### src/design/pngain_pkg.sv
// Package for the peak normalising gain stage.
// Holds field widths, item and register codes, and the control/status structs.
// No dependencies.
package pngain_pkg;

  // Fixed field widths
  localparam int GAIN_W = 22;
  localparam int KIND_W = 2;
  localparam int MODE_W = 2;
  localparam int IDX_W  = 2;

  // Item kinds
  localparam logic [KIND_W-1:0] KIND_SCAN   = 2'd0;
  localparam logic [KIND_W-1:0] KIND_FINISH = 2'd1;
  localparam logic [KIND_W-1:0] KIND_APPLY  = 2'd2;

  // Gain modes (code 3 behaves as unity)
  localparam logic [MODE_W-1:0] MODE_UNITY  = 2'd0;
  localparam logic [MODE_W-1:0] MODE_MANUAL = 2'd1;
  localparam logic [MODE_W-1:0] MODE_AUTO   = 2'd2;

  // Configuration register indexes
  localparam logic [IDX_W-1:0] REG_GAIN_MODE    = 2'd0;
  localparam logic [IDX_W-1:0] REG_MANUAL_GAIN  = 2'd1;
  localparam logic [IDX_W-1:0] REG_TARGET_LEVEL = 2'd2;

  // Commands from controller to datapath
  typedef struct packed {
    logic scan;       // fold sample into running peak
    logic mul_load;   // register sample times gain in use
    logic fin_load;   // start finish: latch gain source, set up divider, clear peak
    logic div_step;   // one quotient bit
    logic out_apply;  // load result register with gained sample
    logic out_fin;    // commit new gain and load result register
  } ctrl_t;

  // Status from datapath to controller
  typedef struct packed {
    logic out_free;   // result register may be loaded this cycle
    logic auto_sel;   // gain mode is automatic
    logic div_last;   // divider performs its last step this cycle
  } stat_t;

endpackage

### src/design/pngain_if.sv
// Stream interfaces for the gain stage: request channel and result channel.
// Depends on pngain_pkg.
interface pngain_in_if #(
  parameter int SAMPLE_BITS = 16
);
  import pngain_pkg::*;

  logic                          valid;
  logic                          ready;
  logic [KIND_W-1:0]             kind;
  logic signed [SAMPLE_BITS-1:0] sample_in;

  modport source (output valid, kind, sample_in, input ready);
  modport sink   (input valid, kind, sample_in, output ready);
endinterface

interface pngain_out_if #(
  parameter int SAMPLE_BITS = 16
);
  import pngain_pkg::*;

  logic                          valid;
  logic                          ready;
  logic signed [SAMPLE_BITS-1:0] sample_out;
  logic [GAIN_W-1:0]             gain_now;
  logic                          clipped;

  modport source (output valid, sample_out, gain_now, clipped, input ready);
  modport sink   (input valid, sample_out, gain_now, clipped, output ready);
endinterface

### src/design/peak_normalize_gain.sv
// Peak normalising gain stage. Scan folds a sample into the peak. Apply: multiply, then
// round/saturate. Finish: setup, then commit; in automatic mode the restoring divider
// runs between them, giving one quotient bit per cycle. The result register lets a scan
// proceed while a result waits.
// Synchronous active-low reset: unity gain, peak cleared, default configuration.
module peak_normalize_gain #(
  parameter int SAMPLE_BITS    = 16,
  parameter int GAIN_FRAC_BITS = 12
) (
  input  logic                                      clk,
  input  logic                                      rst_n,
  pngain_in_if.sink                                 in_chan,
  pngain_out_if.source                              out_chan,
  input  logic                                      cfg_we,
  input  logic [pngain_pkg::IDX_W-1:0]              cfg_index,
  input  logic [((pngain_pkg::GAIN_W > SAMPLE_BITS - 1) ?
                 pngain_pkg::GAIN_W : SAMPLE_BITS - 1)-1:0] cfg_data
);
  import pngain_pkg::*;

  localparam int CFG_W = (GAIN_W > SAMPLE_BITS - 1) ? GAIN_W : SAMPLE_BITS - 1;

  ctrl_t cmd;
  stat_t st;

  // Sequencer
  pngain_ctrl u_ctrl (
    .clk      (clk),
    .rst_n    (rst_n),
    .in_valid (in_chan.valid),
    .in_kind  (in_chan.kind),
    .in_ready (in_chan.ready),
    .st       (st),
    .cmd      (cmd)
  );

  // Arithmetic and state
  pngain_dp #(
    .SAMPLE_BITS    (SAMPLE_BITS),
    .GAIN_FRAC_BITS (GAIN_FRAC_BITS),
    .CFG_W          (CFG_W)
  ) u_dp (
    .clk         (clk),
    .rst_n       (rst_n),
    .cfg_we      (cfg_we),
    .cfg_index   (cfg_index),
    .cfg_data    (cfg_data),
    .in_sample   (in_chan.sample_in),
    .cmd         (cmd),
    .st          (st),
    .out_ready   (out_chan.ready),
    .out_valid   (out_chan.valid),
    .out_sample  (out_chan.sample_out),
    .out_gain    (out_chan.gain_now),
    .out_clipped (out_chan.clipped)
  );

endmodule

### src/design/pngain_ctrl.sv
// Controller state machine of the gain stage: sequences scan, apply and finish requests.
// Depends on pngain_pkg; drives the datapath through ctrl_t, reads stat_t.
module pngain_ctrl (
  input  logic                               clk,
  input  logic                               rst_n,
  input  logic                               in_valid,
  input  logic [pngain_pkg::KIND_W-1:0]      in_kind,
  output logic                               in_ready,
  input  pngain_pkg::stat_t                  st,
  output pngain_pkg::ctrl_t                  cmd
);
  import pngain_pkg::*;

  localparam logic [1:0] S_IDLE  = 2'd0;
  localparam logic [1:0] S_APPLY = 2'd1;
  localparam logic [1:0] S_DIV   = 2'd2;
  localparam logic [1:0] S_FIN   = 2'd3;

  logic [1:0] state_r, state_nxt;
  logic       accept;

  // Take a request only when idle
  assign in_ready = (state_r == S_IDLE);
  assign accept   = in_valid && in_ready;

  // Next state and commands
  always_comb begin
    state_nxt = state_r;
    cmd       = '0;
    unique case (state_r)
      S_IDLE: begin
        if (accept) begin
          case (in_kind)
            KIND_SCAN: begin
              cmd.scan = 1'b1;
            end
            KIND_APPLY: begin
              cmd.mul_load = 1'b1;
              state_nxt    = S_APPLY;
            end
            KIND_FINISH: begin
              cmd.fin_load = 1'b1;
              state_nxt    = st.auto_sel ? S_DIV : S_FIN;
            end
            default: begin
              // drop requests of no meaning
            end
          endcase
        end
      end
      S_APPLY: begin
        if (st.out_free) begin
          cmd.out_apply = 1'b1;
          state_nxt     = S_IDLE;
        end
      end
      S_DIV: begin
        cmd.div_step = 1'b1;
        if (st.div_last) begin
          state_nxt = S_FIN;
        end
      end
      S_FIN: begin
        if (st.out_free) begin
          cmd.out_fin = 1'b1;
          state_nxt   = S_IDLE;
        end
      end
      default: begin
        state_nxt = S_IDLE;
      end
    endcase
  end

  // State register
  always_ff @(posedge clk) begin
    if (!rst_n) begin
      state_r <= S_IDLE;
    end else begin
      state_r <= state_nxt;
    end
  end

  // At most one datapath command per cycle
  a_cmd_onehot: assert property (@(posedge clk) disable iff (!rst_n)
    $onehot0({cmd.scan, cmd.mul_load, cmd.fin_load, cmd.div_step, cmd.out_apply,
              cmd.out_fin}))
    else $error("controller issued more than one command");

  // Divider keeps running until its last step
  a_div_hold: assert property (@(posedge clk) disable iff (!rst_n)
    (state_r == S_DIV && !st.div_last) |=> state_r == S_DIV)
    else $error("division left early");

  // An apply result always follows its multiply
  a_apply_seq: assert property (@(posedge clk) disable iff (!rst_n)
    cmd.mul_load |=> state_r == S_APPLY)
    else $error("multiply not followed by apply stage");

endmodule

### src/design/pngain_dp.sv
// Datapath of the gain stage: configuration, peak tracker, gain multiplier,
// one-bit-per-cycle restoring divider and result register.
// Depends on pngain_pkg; driven by pngain_ctrl through ctrl_t.
module pngain_dp #(
  parameter int SAMPLE_BITS    = 16,
  parameter int GAIN_FRAC_BITS = 12,
  parameter int CFG_W          = 22
) (
  input  logic                               clk,
  input  logic                               rst_n,
  input  logic                               cfg_we,
  input  logic [pngain_pkg::IDX_W-1:0]       cfg_index,
  input  logic [CFG_W-1:0]                   cfg_data,
  input  logic signed [SAMPLE_BITS-1:0]      in_sample,
  input  pngain_pkg::ctrl_t                  cmd,
  output pngain_pkg::stat_t                  st,
  input  logic                               out_ready,
  output logic                               out_valid,
  output logic signed [SAMPLE_BITS-1:0]      out_sample,
  output logic [pngain_pkg::GAIN_W-1:0]      out_gain,
  output logic                               out_clipped
);
  import pngain_pkg::*;

  localparam int SB        = SAMPLE_BITS;
  localparam int GF        = GAIN_FRAC_BITS;
  localparam int TGT_W     = SB - 1;
  localparam int FULL      = 1 << (SB - 1);
  localparam int NOISE_MAX = FULL / 1000;
  localparam int FLOOR_PK  = (FULL + 5) / 10;
  localparam int TGT_DEF   = (SB >= 16) ? (23170 << (SB - 16)) : (23170 >> (16 - SB));
  localparam int ND        = TGT_W + GF + 1;
  localparam int QW        = (ND > GAIN_W + 1) ? ND : GAIN_W + 1;
  localparam int CW        = $clog2(QW + 1);
  localparam int PW        = SB + GAIN_W + 1;
  localparam int RW        = PW - GF;

  localparam logic [GAIN_W-1:0] UNITY    = GAIN_W'(1 << GF);
  localparam logic [GAIN_W-1:0] GAIN_MAX = '1;
  localparam logic [CW-1:0]     DIV_LAST = CW'(QW - 1);
  localparam logic [CW-1:0]     DIV_DONE = CW'(QW);
  localparam logic [PW-1:0]     RND_HALF = PW'(1) << (GF - 1);

  // Configuration registers
  logic [MODE_W-1:0] mode_r;
  logic [GAIN_W-1:0] manual_r;
  logic [TGT_W-1:0]  target_r;

  // Gain state
  logic [SB-1:0]     peak_r;
  logic [GAIN_W-1:0] gain_value_r;
  logic              gain_ready_r;

  // Finish working registers
  logic              auto_r;
  logic [GAIN_W-1:0] fixed_r;
  logic [SB-1:0]     rem_r;
  logic [SB-1:0]     dsr_r;
  logic [QW-1:0]     quo_r;
  logic [CW-1:0]     cnt_r;

  // Apply working registers
  logic signed [PW-1:0] prod_r;
  logic [GAIN_W-1:0]    gain_used_r;

  // Result register
  logic                 out_valid_r;
  logic signed [SB-1:0] out_sample_r;
  logic [GAIN_W-1:0]    out_gain_r;
  logic                 out_clipped_r;

  logic [SB-1:0]     abs_s;
  logic [GAIN_W-1:0] gain_use;
  logic [SB-1:0]     pk_eff;
  logic [QW-1:0]     dividend;
  logic [SB:0]       trial;
  logic [SB:0]       diff;
  logic [GAIN_W-1:0] auto_gain;
  logic [PW-1:0]     rnd_sum;
  logic [RW-1:0]     rnd;
  logic              ovf;
  logic [SB-1:0]     sat_val;
  logic              out_load;

  // Absolute value of the incoming sample (full-scale negative fits unsigned)
  assign abs_s = in_sample[SB-1] ? (~in_sample + SB'(1)) : in_sample;

  // Gain used by apply requests
  always_comb begin
    case (mode_r)
      MODE_MANUAL: gain_use = manual_r;
      MODE_AUTO:   gain_use = gain_ready_r ? gain_value_r : UNITY;
      default:     gain_use = UNITY;
    endcase
  end

  // Noise floor substitution and rounded dividend
  assign pk_eff   = (peak_r <= SB'(NOISE_MAX)) ? SB'(FLOOR_PK) : peak_r;
  assign dividend = (QW'(target_r) << GF) + QW'(pk_eff >> 1);

  // Restoring division step
  assign trial = {rem_r, quo_r[QW-1]};
  assign diff  = trial - {1'b0, dsr_r};

  // Saturate quotient to gain width
  assign auto_gain = (quo_r[QW-1:GAIN_W] != '0) ? GAIN_MAX : quo_r[GAIN_W-1:0];

  // Round half up, then saturate to the sample width
  assign rnd_sum = prod_r + RND_HALF;
  assign rnd     = rnd_sum[PW-1:GF];
  assign ovf     = (rnd[RW-1:SB-1] != '0) && (rnd[RW-1:SB-1] != '1);
  assign sat_val = rnd[RW-1] ? {1'b1, {(SB-1){1'b0}}} : {1'b0, {(SB-1){1'b1}}};

  assign out_load    = cmd.out_apply || cmd.out_fin;
  assign st.out_free = !out_valid_r || out_ready;
  assign st.auto_sel = (mode_r == MODE_AUTO);
  assign st.div_last = (cnt_r == DIV_LAST);

  // Configuration writes
  always_ff @(posedge clk) begin
    if (!rst_n) begin
      mode_r   <= MODE_UNITY;
      manual_r <= UNITY;
      target_r <= TGT_W'(TGT_DEF);
    end else if (cfg_we) begin
      unique case (cfg_index)
        REG_GAIN_MODE:    mode_r   <= cfg_data[MODE_W-1:0];
        REG_MANUAL_GAIN:  manual_r <= cfg_data[GAIN_W-1:0];
        REG_TARGET_LEVEL: target_r <= cfg_data[TGT_W-1:0];
        default: begin
          // ignore writes beyond the register list
        end
      endcase
    end
  end

  // Peak tracker and gain state
  always_ff @(posedge clk) begin
    if (!rst_n) begin
      peak_r       <= '0;
      gain_value_r <= UNITY;
      gain_ready_r <= 1'b0;
    end else begin
      if (cmd.scan && (abs_s > peak_r)) begin
        peak_r <= abs_s;
      end else if (cmd.fin_load) begin
        peak_r <= '0;
      end
      if (cmd.out_fin) begin
        gain_value_r <= auto_r ? auto_gain : fixed_r;
        gain_ready_r <= 1'b1;
      end
    end
  end

  // Divider step counter
  always_ff @(posedge clk) begin
    if (!rst_n) begin
      cnt_r <= '0;
    end else if (cmd.fin_load) begin
      cnt_r <= '0;
    end else if (cmd.div_step) begin
      cnt_r <= cnt_r + CW'(1);
    end
  end

  // Finish setup and division datapath
  always_ff @(posedge clk) begin
    if (cmd.fin_load) begin
      auto_r  <= (mode_r == MODE_AUTO);
      fixed_r <= (mode_r == MODE_MANUAL) ? manual_r : UNITY;
      rem_r   <= '0;
      dsr_r   <= pk_eff;
      quo_r   <= dividend;
    end else if (cmd.div_step) begin
      if (!diff[SB]) begin
        rem_r <= diff[SB-1:0];
        quo_r <= {quo_r[QW-2:0], 1'b1};
      end else begin
        rem_r <= trial[SB-1:0];
        quo_r <= {quo_r[QW-2:0], 1'b0};
      end
    end
  end

  // Multiply sample by the gain in use
  always_ff @(posedge clk) begin
    if (cmd.mul_load) begin
      prod_r      <= PW'(in_sample) * PW'($signed({1'b0, gain_use}));
      gain_used_r <= gain_use;
    end
  end

  // Result register: hold until taken, load when free
  always_ff @(posedge clk) begin
    if (!rst_n) begin
      out_valid_r <= 1'b0;
    end else if (out_load) begin
      out_valid_r <= 1'b1;
    end else if (out_ready) begin
      out_valid_r <= 1'b0;
    end
  end

  always_ff @(posedge clk) begin
    if (cmd.out_apply) begin
      out_sample_r  <= ovf ? sat_val : rnd[SB-1:0];
      out_gain_r    <= gain_used_r;
      out_clipped_r <= ovf;
    end else if (cmd.out_fin) begin
      out_sample_r  <= '0;
      out_gain_r    <= auto_r ? auto_gain : fixed_r;
      out_clipped_r <= 1'b0;
    end
  end

  assign out_valid   = out_valid_r;
  assign out_sample  = out_sample_r;
  assign out_gain    = out_gain_r;
  assign out_clipped = out_clipped_r;

  // Automatic gain is committed only once every quotient bit is in
  a_div_complete: assert property (@(posedge clk) disable iff (!rst_n)
    (cmd.out_fin && auto_r) |-> cnt_r == DIV_DONE)
    else $error("gain committed before division finished");

  // Never overwrite a result that has not been taken
  a_no_overwrite: assert property (@(posedge clk) disable iff (!rst_n)
    out_load |-> st.out_free)
    else $error("result register overwritten");

  // A finish leaves the gain marked ready and a result waiting
  a_fin_commit: assert property (@(posedge clk) disable iff (!rst_n)
    cmd.out_fin |=> (gain_ready_r && out_valid_r))
    else $error("finish did not commit gain");

endmodule

### src/flat_wrapper.sv
// flat-port wrapper written by rule: the top's interface ports become plain ports
module peak_normalize_gain_flat import pngain_pkg::*;
#(
  parameter int SAMPLE_BITS    = 16,
  parameter int GAIN_FRAC_BITS = 12
)
  (clk, rst_n, cfg_we, cfg_index, cfg_data, in_chan_valid, in_chan_kind, in_chan_sample_in, in_chan_ready, out_chan_valid, out_chan_sample_out, out_chan_gain_now, out_chan_clipped, out_chan_ready);
  pngain_in_if #(.SAMPLE_BITS(SAMPLE_BITS)) in_chan_i ();
  pngain_out_if #(.SAMPLE_BITS(SAMPLE_BITS)) out_chan_i ();
  input  logic clk;
  input  logic rst_n;
  input  logic cfg_we;
  input  logic [pngain_pkg::IDX_W-1:0] cfg_index;
  input  logic [((pngain_pkg::GAIN_W > SAMPLE_BITS - 1) ?
                 pngain_pkg::GAIN_W : SAMPLE_BITS - 1)-1:0] cfg_data;
  input wire logic [$bits(in_chan_i.valid)-1:0] in_chan_valid;
  input wire logic [$bits(in_chan_i.kind)-1:0] in_chan_kind;
  input wire logic [$bits(in_chan_i.sample_in)-1:0] in_chan_sample_in;
  output wire logic [$bits(in_chan_i.ready)-1:0] in_chan_ready;
  output wire logic [$bits(out_chan_i.valid)-1:0] out_chan_valid;
  output wire logic [$bits(out_chan_i.sample_out)-1:0] out_chan_sample_out;
  output wire logic [$bits(out_chan_i.gain_now)-1:0] out_chan_gain_now;
  output wire logic [$bits(out_chan_i.clipped)-1:0] out_chan_clipped;
  input wire logic [$bits(out_chan_i.ready)-1:0] out_chan_ready;
  assign in_chan_i.valid = in_chan_valid;
  assign in_chan_i.kind = in_chan_kind;
  assign in_chan_i.sample_in = in_chan_sample_in;
  assign in_chan_ready = in_chan_i.ready;
  assign out_chan_valid = out_chan_i.valid;
  assign out_chan_sample_out = out_chan_i.sample_out;
  assign out_chan_gain_now = out_chan_i.gain_now;
  assign out_chan_clipped = out_chan_i.clipped;
  assign out_chan_i.ready = out_chan_ready;
  peak_normalize_gain #(.SAMPLE_BITS(SAMPLE_BITS), .GAIN_FRAC_BITS(GAIN_FRAC_BITS)) u_core (.clk(clk), .rst_n(rst_n), .in_chan(in_chan_i), .out_chan(out_chan_i), .cfg_we(cfg_we), .cfg_index(cfg_index), .cfg_data(cfg_data));
endmodule
### config.mk
export PLATFORM = sky130hd
export DESIGN_NAME = peak_normalize_gain_flat
export DESIGN_NICKNAME = d
export VERILOG_FILES = /design/src/design/pngain_pkg.sv /design/src/design/pngain_if.sv /design/src/design/peak_normalize_gain.sv /design/src/design/pngain_ctrl.sv /design/src/design/pngain_dp.sv /design/src/flat_wrapper.sv
export SDC_FILE = /design/constraint.sdc
export NUM_CORES = 1
export LEC_CHECK = 0
export BUFFER_PORTS_ARGS = -buffer_cell sky130_fd_sc_hd__clkbuf_2
export CAP_MARGIN = 10
export CORE_ASPECT_RATIO = 1.4
export CORE_MARGIN = 2
export CORE_UTILIZATION = 59
export CTS_BUF_LIST = sky130_fd_sc_hd__clkbuf_8
export CTS_CLUSTER_SIZE = 25
export DETAILED_ROUTE_END_ITERATION = 16
export GPL_ROUTABILITY_DRIVEN = 1
export MAX_ROUTING_LAYER = met4
export PLACE_DENSITY = 0.8
export SYNTH_ARGS = -nofsm -noshare
export SYNTH_HDL_FRONTEND = slang
export SYNTH_HIERARCHICAL = 1
export SYNTH_SLANG_ARGS = --single-unit
### constraint.sdc
create_clock -name clk -period 7.1 [get_ports clk]
set_clock_uncertainty 0.2 [all_clocks]
set_input_delay 0.71 -clock clk [delete_from_list [all_inputs] [get_ports clk]]
set_output_delay 0.71 -clock clk [all_outputs]
set_load 0.01 [all_outputs]
### Yosys cells after proc, flatten, opt, wreduce, memory -nomap -nowiden

Cells that the tools add are included.

* $lt $le $gt $ge: 2
* reductions and logical operators: 21
* mux-type cells: 37
* $mul: 1
* bitwise gates (word level): 2
* shift-type cells: 0
* equal/unequal tests: 15
* divide/modulo/power cells: 0
* add/sub/neg operators: 5

Operators by type and width (number)
* 16-bit two-way mux: 9
* 22-bit two-way mux: 5
* 28-bit two-way mux: 2
* 22-bit case mux with 2 select lines: 1
* 39-bit by 12-bit adder with 39-bit output, second input constant: 1
* 16-bit by 23-bit multiplier with 39-bit output: 1
* 27-bit by 15-bit adder with 28-bit output: 1
* 17-bit by 16-bit subtractor with 17-bit output: 1
* 16-bit by 2-bit adder with 16-bit output, second input constant: 1
* 16-bit greater-than comparator: 1
* 16-bit by 6-bit less-or-equal comparator with 1-bit output, second input constant: 1
* 16-bit NOT: 1
* 1-bit two-way mux: 13
* 12-bit != test, second input constant: 1
* 12-bit nonzero test: 1
* 2-bit equality test, second input constant: 5
* 2-bit by 1-bit equality test with 1-bit output, second input constant: 4
* 2-bit nonzero test: 4
* 2-bit zero test: 3
* 2-bit two-way mux: 3
* 3-bit two-way mux: 2
* 2-bit by 1-bit != test with 1-bit output, second input constant: 3
* 2-bit case mux with 3 select lines: 1
* 2-bit AND reduction: 3
* 11 further kinds: 15

* register bits: 269
* memories kept: 0
* RAM bits: 0
* output and inout port bits: 41
* latch bits: 0
* memory bits (read-only): 0

### Depth between registers and ports, before layout

* word-level depth: 6
* depth in mapped cells: 31
* depth with buffers taken out: 29

### Hierarchy

The synthesis kept the hierarchy.

By module, submodules not included
* pngain_dp: cells an instance 2532, area each 23836.6 um^2, times used 1, sequential area each 6686.4 um^2
* pngain_ctrl: cells an instance 20, area each 153.9 um^2, times used 1, sequential area each 40.0 um^2

### Least setup slack after synthesis

No wires, ideal clock.

* kind: register to register
* from: register u_core.u_dp.mode_r[0]
* to: register u_core.u_dp.prod_r[37], data pin
* cell stages (with the launch flop): 30
* slack: -0.701 ns
* arrival time: 7.342 ns
* library setup time: 0.258 ns
* cell sequence: dfxtp_1 inv_1 ha_1 and2_1 clkbuf_1 buf_1 a21oi_1 nor2_1 clkbuf_1 nand2_1 fa_1 inv_1 fa_1 fa_1 fa_1 fa_1 inv_1 fa_1 inv_1 ha_1 a21oi_1 o21ai_0 a2111oi_0 o211ai_1 a21oi_2 o31ai_2 o31a_1 a21o_1 a21oi_2 xnor2_1

RTL lines
* start: declaration: line pngain_dp.sv:45 `logic [MODE_W-1:0] mode_r;`
* start signal: assignment: line pngain_dp.sv:127 `REG_GAIN_MODE: mode_r <= cfg_data[MODE_W-1:0];`
* end signal: assignment: line pngain_dp.sv:189 `prod_r <= PW'(in_sample) * PW'($signed({1'b0, gain_use}));`
* end: declaration: line pngain_dp.sv:63 `logic signed [PW-1:0] prod_r;`

==> results.sh <==
export IMPL_result_of_the_run="finished, violations left"
export IMPL_violated_checks="negative setup slack"
export IMPL_ys_ff_latch=258
export IMPL_floorplan_core_area_um2=40200
export IMPL_final_instance_count_excl_fill=3359
export IMPL_synth_top_area_cell="sky130_fd_sc_hd__fa_1"
export IMPL_grt_pass1_wl_um=106000
export IMPL_synthTopCellsByArea="sky130_fd_sc_hd__fa_1 23%, sky130_fd_sc_hd__edfxtp_1 20%, sky130_fd_sc_hd__ha_1 8.9%"
export IMPL_setup_viol=8
export IMPL_synth_top_area_share_pct=23.3
export IMPL_min_path_type="in2reg"
export IMPL_synth_yosys_seq_area_share_pct=28.0
export IMPL_synth_enable_flop_cells=156
export IMPL_cp_common_cell="sky130_fd_sc_hd__fa_1"
export IMPL_detail_route_iter0_violations=1274
export IMPL_rows=87
export IMPL_postSynth_asyncResetShare_pct=0
export IMPL_drc_errors=0
export IMPL_clk_path_buf_depth=3
export IMPL_setup_ws_ns=-0.187
export IMPL_post_drt_via_cell_ratio=5.65
export IMPL_regArea_um2=6730
export IMPL_clock_root_buffer="sky130_fd_sc_hd__clkbuf_8"
export IMPL_grt_antenna_before_repair=1
export IMPL_globalRouteOverflowTotal=0
export IMPL_netlist_cell_type_count=86
export IMPL_worst_ep_required_time_ns=7.22
export IMPL_die_width_um=174
export IMPL_vdd_drop_max_mv=0.159
export IMPL_finalNetCount=3287
export IMPL_io_buffer_count=87
export IMPL_clock_insertion_delay_worst_skew_ns=0.60
export IMPL_initial_utilization_pct=59.7
export IMPL_timing_final_hold_violations=0
export IMPL_die_height_um=243
export IMPL_io_pin_count=88
export IMPL_wl_per_cell_um=19.7
export IMPL_place_congestion=0.992
export IMPL_global_route_usage_sum_pct=32.8
export IMPL_power_density_cell_area_nw_per_um2=158
export IMPL_max_slew_margin_pct=22.2
export IMPL_cpPeakStageDelay_ns=0.53
export IMPL_post_synth_instance_area_um2=24000
export IMPL_critical_path_peak_fanout=5
export IMPL_cts_sink_count=258
export IMPL_area_growth_syn_to_layout_pct=18.2
export IMPL_max_clock_freq_mhz=137
export IMPL_ratio_of_cells_with_drive_above_1_in_the_final_layout_pct=21.3
export IMPL_post_synth_cell_area_avg_um2=9.40
export IMPL_drt_wl_total_um=66300
export IMPL_via_count=19000
export IMPL_dr_pass1_iters=5
export IMPL_worst_slew_pin_transition_ns=1.16
export IMPL_multiInputGateArea_um2=15800
export IMPL_postSynthCellCount=2552
export IMPL_final_max_slew_viol_count=0
export IMPL_dominantRegCellSynth="sky130_fd_sc_hd__edfxtp_1"
export IMPL_cts_htree_levels=2
export IMPL_cts_clk_slew_worst_paths_ns=0.07
export IMPL_count_of_fill_cells_added_during_filler_insertion=2904
export IMPL_place_detailed_hpwl_um=50500
export IMPL_timing_critical_path_arrival_ns=7.40
export IMPL_detail_route_antenna_nets=0
export IMPL_final_period_utilization_pct=103
export IMPL_numPlacedInstances=3232
export IMPL_synth_yosys_warnings=6
export IMPL_cellLeakagePower_nw=12.5
export IMPL_grt_start_max_net_pins=82
export IMPL_criticalPathCategory="reg2reg"
export IMPL_floorplan_die_area_um2=42300
export IMPL_worst_setup_path_start_kind="register"
export IMPL_crit_path_end_kind="register"
export IMPL_unrepaired_setup_endpoints_after_global_routing="true"
export IMPL_cts_tree="done"
export IMPL_numCtsBuffers=42
export IMPL_syn_nets=3049
export IMPL_cap_violations=0
export IMPL_critical_path_slowest_cell="sky130_fd_sc_hd__fa_1"
export IMPL_totalPowerFinal_mw=4.48
export IMPL_finalWorstPathRequiredPeriod_ns=7.29
export IMPL_number_of_global_route_vias_before_repair=20500
[through the flow]
stage | hold WS [ns] | setup TNS, ns | instance area [µm²] | setup WS [ns] | utilization (%)
after floorplan | 0.235 | 0 | 24300 | 0.00512 | -
after global placement | 0.251 | -2.79 | 26400 | -0.360 | 65.6
after detailed placement | 0.265 | -5.37 | 26400 | -0.584 | 65.6
after CTS | 0.135 | -0.137 | 27900 | -0.0798 | 69.5
after global routing | 0.154 | -3.22 | 28400 | -0.439 | 70.6
final | 0.156 | -1.07 | 28400 | -0.187 | 70.6
[routing by layer]
| layer | track usage (%) | up-vias | routed length [µm] | share of wire [%] |
|---|---|---|---|---|
| met5 | - | - | 0 | 0 |
| met1 | 34.4 | 9347 | 22900 | 35 |
| li1 | - | 8558 | - | - |
| met2 | 58.4 | 779 | 35100 | 53 |
| met3 | 4.10 | 303 | 3530 | 5.3 |
| met4 | 20.2 | 0 | 4770 | 7.2 |
[synthesized netlist by cell type, types with 6 or more instances]
cell type,number
sky130_fd_sc_hd__nand2_1,370
sky130_fd_sc_hd__a21boi_0,32
sky130_fd_sc_hd__xnor2_1,58
sky130_fd_sc_hd__fa_1,279
sky130_fd_sc_hd__nand3_1,24
sky130_fd_sc_hd__a31oi_1,14
sky130_fd_sc_hd__nor4_1,8
sky130_fd_sc_hd__nor2_1,127
sky130_fd_sc_hd__nand4_1,18
sky130_fd_sc_hd__mux2i_1,29
sky130_fd_sc_hd__ha_1,171
sky130_fd_sc_hd__clkbuf_1,113
sky130_fd_sc_hd__and2_1,143
sky130_fd_sc_hd__a211oi_1,17
sky130_fd_sc_hd__mux2_2,29
sky130_fd_sc_hd__a21oi_1,68
sky130_fd_sc_hd__o21ai_0,76
sky130_fd_sc_hd__inv_1,433
sky130_fd_sc_hd__o21ai_2,10
sky130_fd_sc_hd__edfxtp_1,156
sky130_fd_sc_hd__nor3_1,33
sky130_fd_sc_hd__nor2b_1,51
sky130_fd_sc_hd__and3_1,7
sky130_fd_sc_hd__a21o_1,9
sky130_fd_sc_hd__xor2_1,35
sky130_fd_sc_hd__o21a_1,9
sky130_fd_sc_hd__buf_1,6
sky130_fd_sc_hd__dfxtp_1,102
sky130_fd_sc_hd__nand2b_1,24
[kinds of logic after synthesis]
group	synth area share [%]
flip-flops	28.0
adder cells (fa/ha/maj)	32.2
buffers and inverters	8.92
multiplexers	2.57
AND/OR/NAND/NOR	17.1
XOR/XNOR	3.51
AO/OA/AOI/OAI	7.69
[path summary, 6_finish.rpt]
kind	start	end	slack (ns)	cells past startpoint
worst min-delay path	cfg_data[7]	u_core/u_dp/target_r[7]	0.16	3
worst max-delay path	u_core/u_dp/mode_r[0]	u_core/u_dp/prod_r[37]	-0.19	30
worst min register to register	u_core/u_dp/manual_r[0]	u_core/u_dp/manual_r[0]	0.28	2
worst max register to register	u_core/u_dp/mode_r[0]	u_core/u_dp/prod_r[37]	-0.19	30
[registers in the layout, summed over array words and instances, names as in the netlist, 22 cells and up]
signal,count
u_core/u_dp/gain_used_r,22
u_core/u_dp/prod_r,28
u_core/u_dp/quo_r,28
u_core/u_dp/fixed_r,22
u_core/u_dp/out_gain,22
u_core/u_dp/manual_r,22
u_core/u_dp/gain_value_r,22
[report_power, final]
part	internal (mW)	switching [mW]
Combinational	0.550	0.716
Sequential	1.72	0.0756
Clock	0.771	0.650
[critical path, delay by kind of cell (launching register included)]
family / cells / cell delay [ns]
compound gates: 8 / 1.78
simple gates: 5 / 0.55
buf+inv: 8 / 0.68
fa+ha+maj: 8 / 3.36
flops: 1 / 0.38
xor+xnor: 1 / 0.07
[cell type report]
class | count | share of cell area (%)
inverters | 434 | 5.75
multi-input cells | 1735 | 55.8
flip-flops and latches | 258 | 23.7
repair buffers | 319 | 9.06
well taps | 534 | 2.36
clock buffers | 44 | 2.14
diodes | 2 | 0.0176
clock inverters | 33 | 1.09
[layout by cell type, fill, tap and decap left out, drive strengths merged, types with 72 or more instances in the layout]
cell    instances
ha            171
a21oi          72
o21ai          90
nor2          129
buf           232
inv           445
dfxtp         102
nand2         372
clkbuf        131
fa            279
and2          144
edfxtp        156
[what timing repair did]
action                     CTS  global route
pin swaps                   58            49
buffers inserted            23            21
resized for setup           91            73
setup endpoints to repair   20            19
hold buffers                 0             0
gates cloned                 4             0
(Power assumes the default switching activity.)
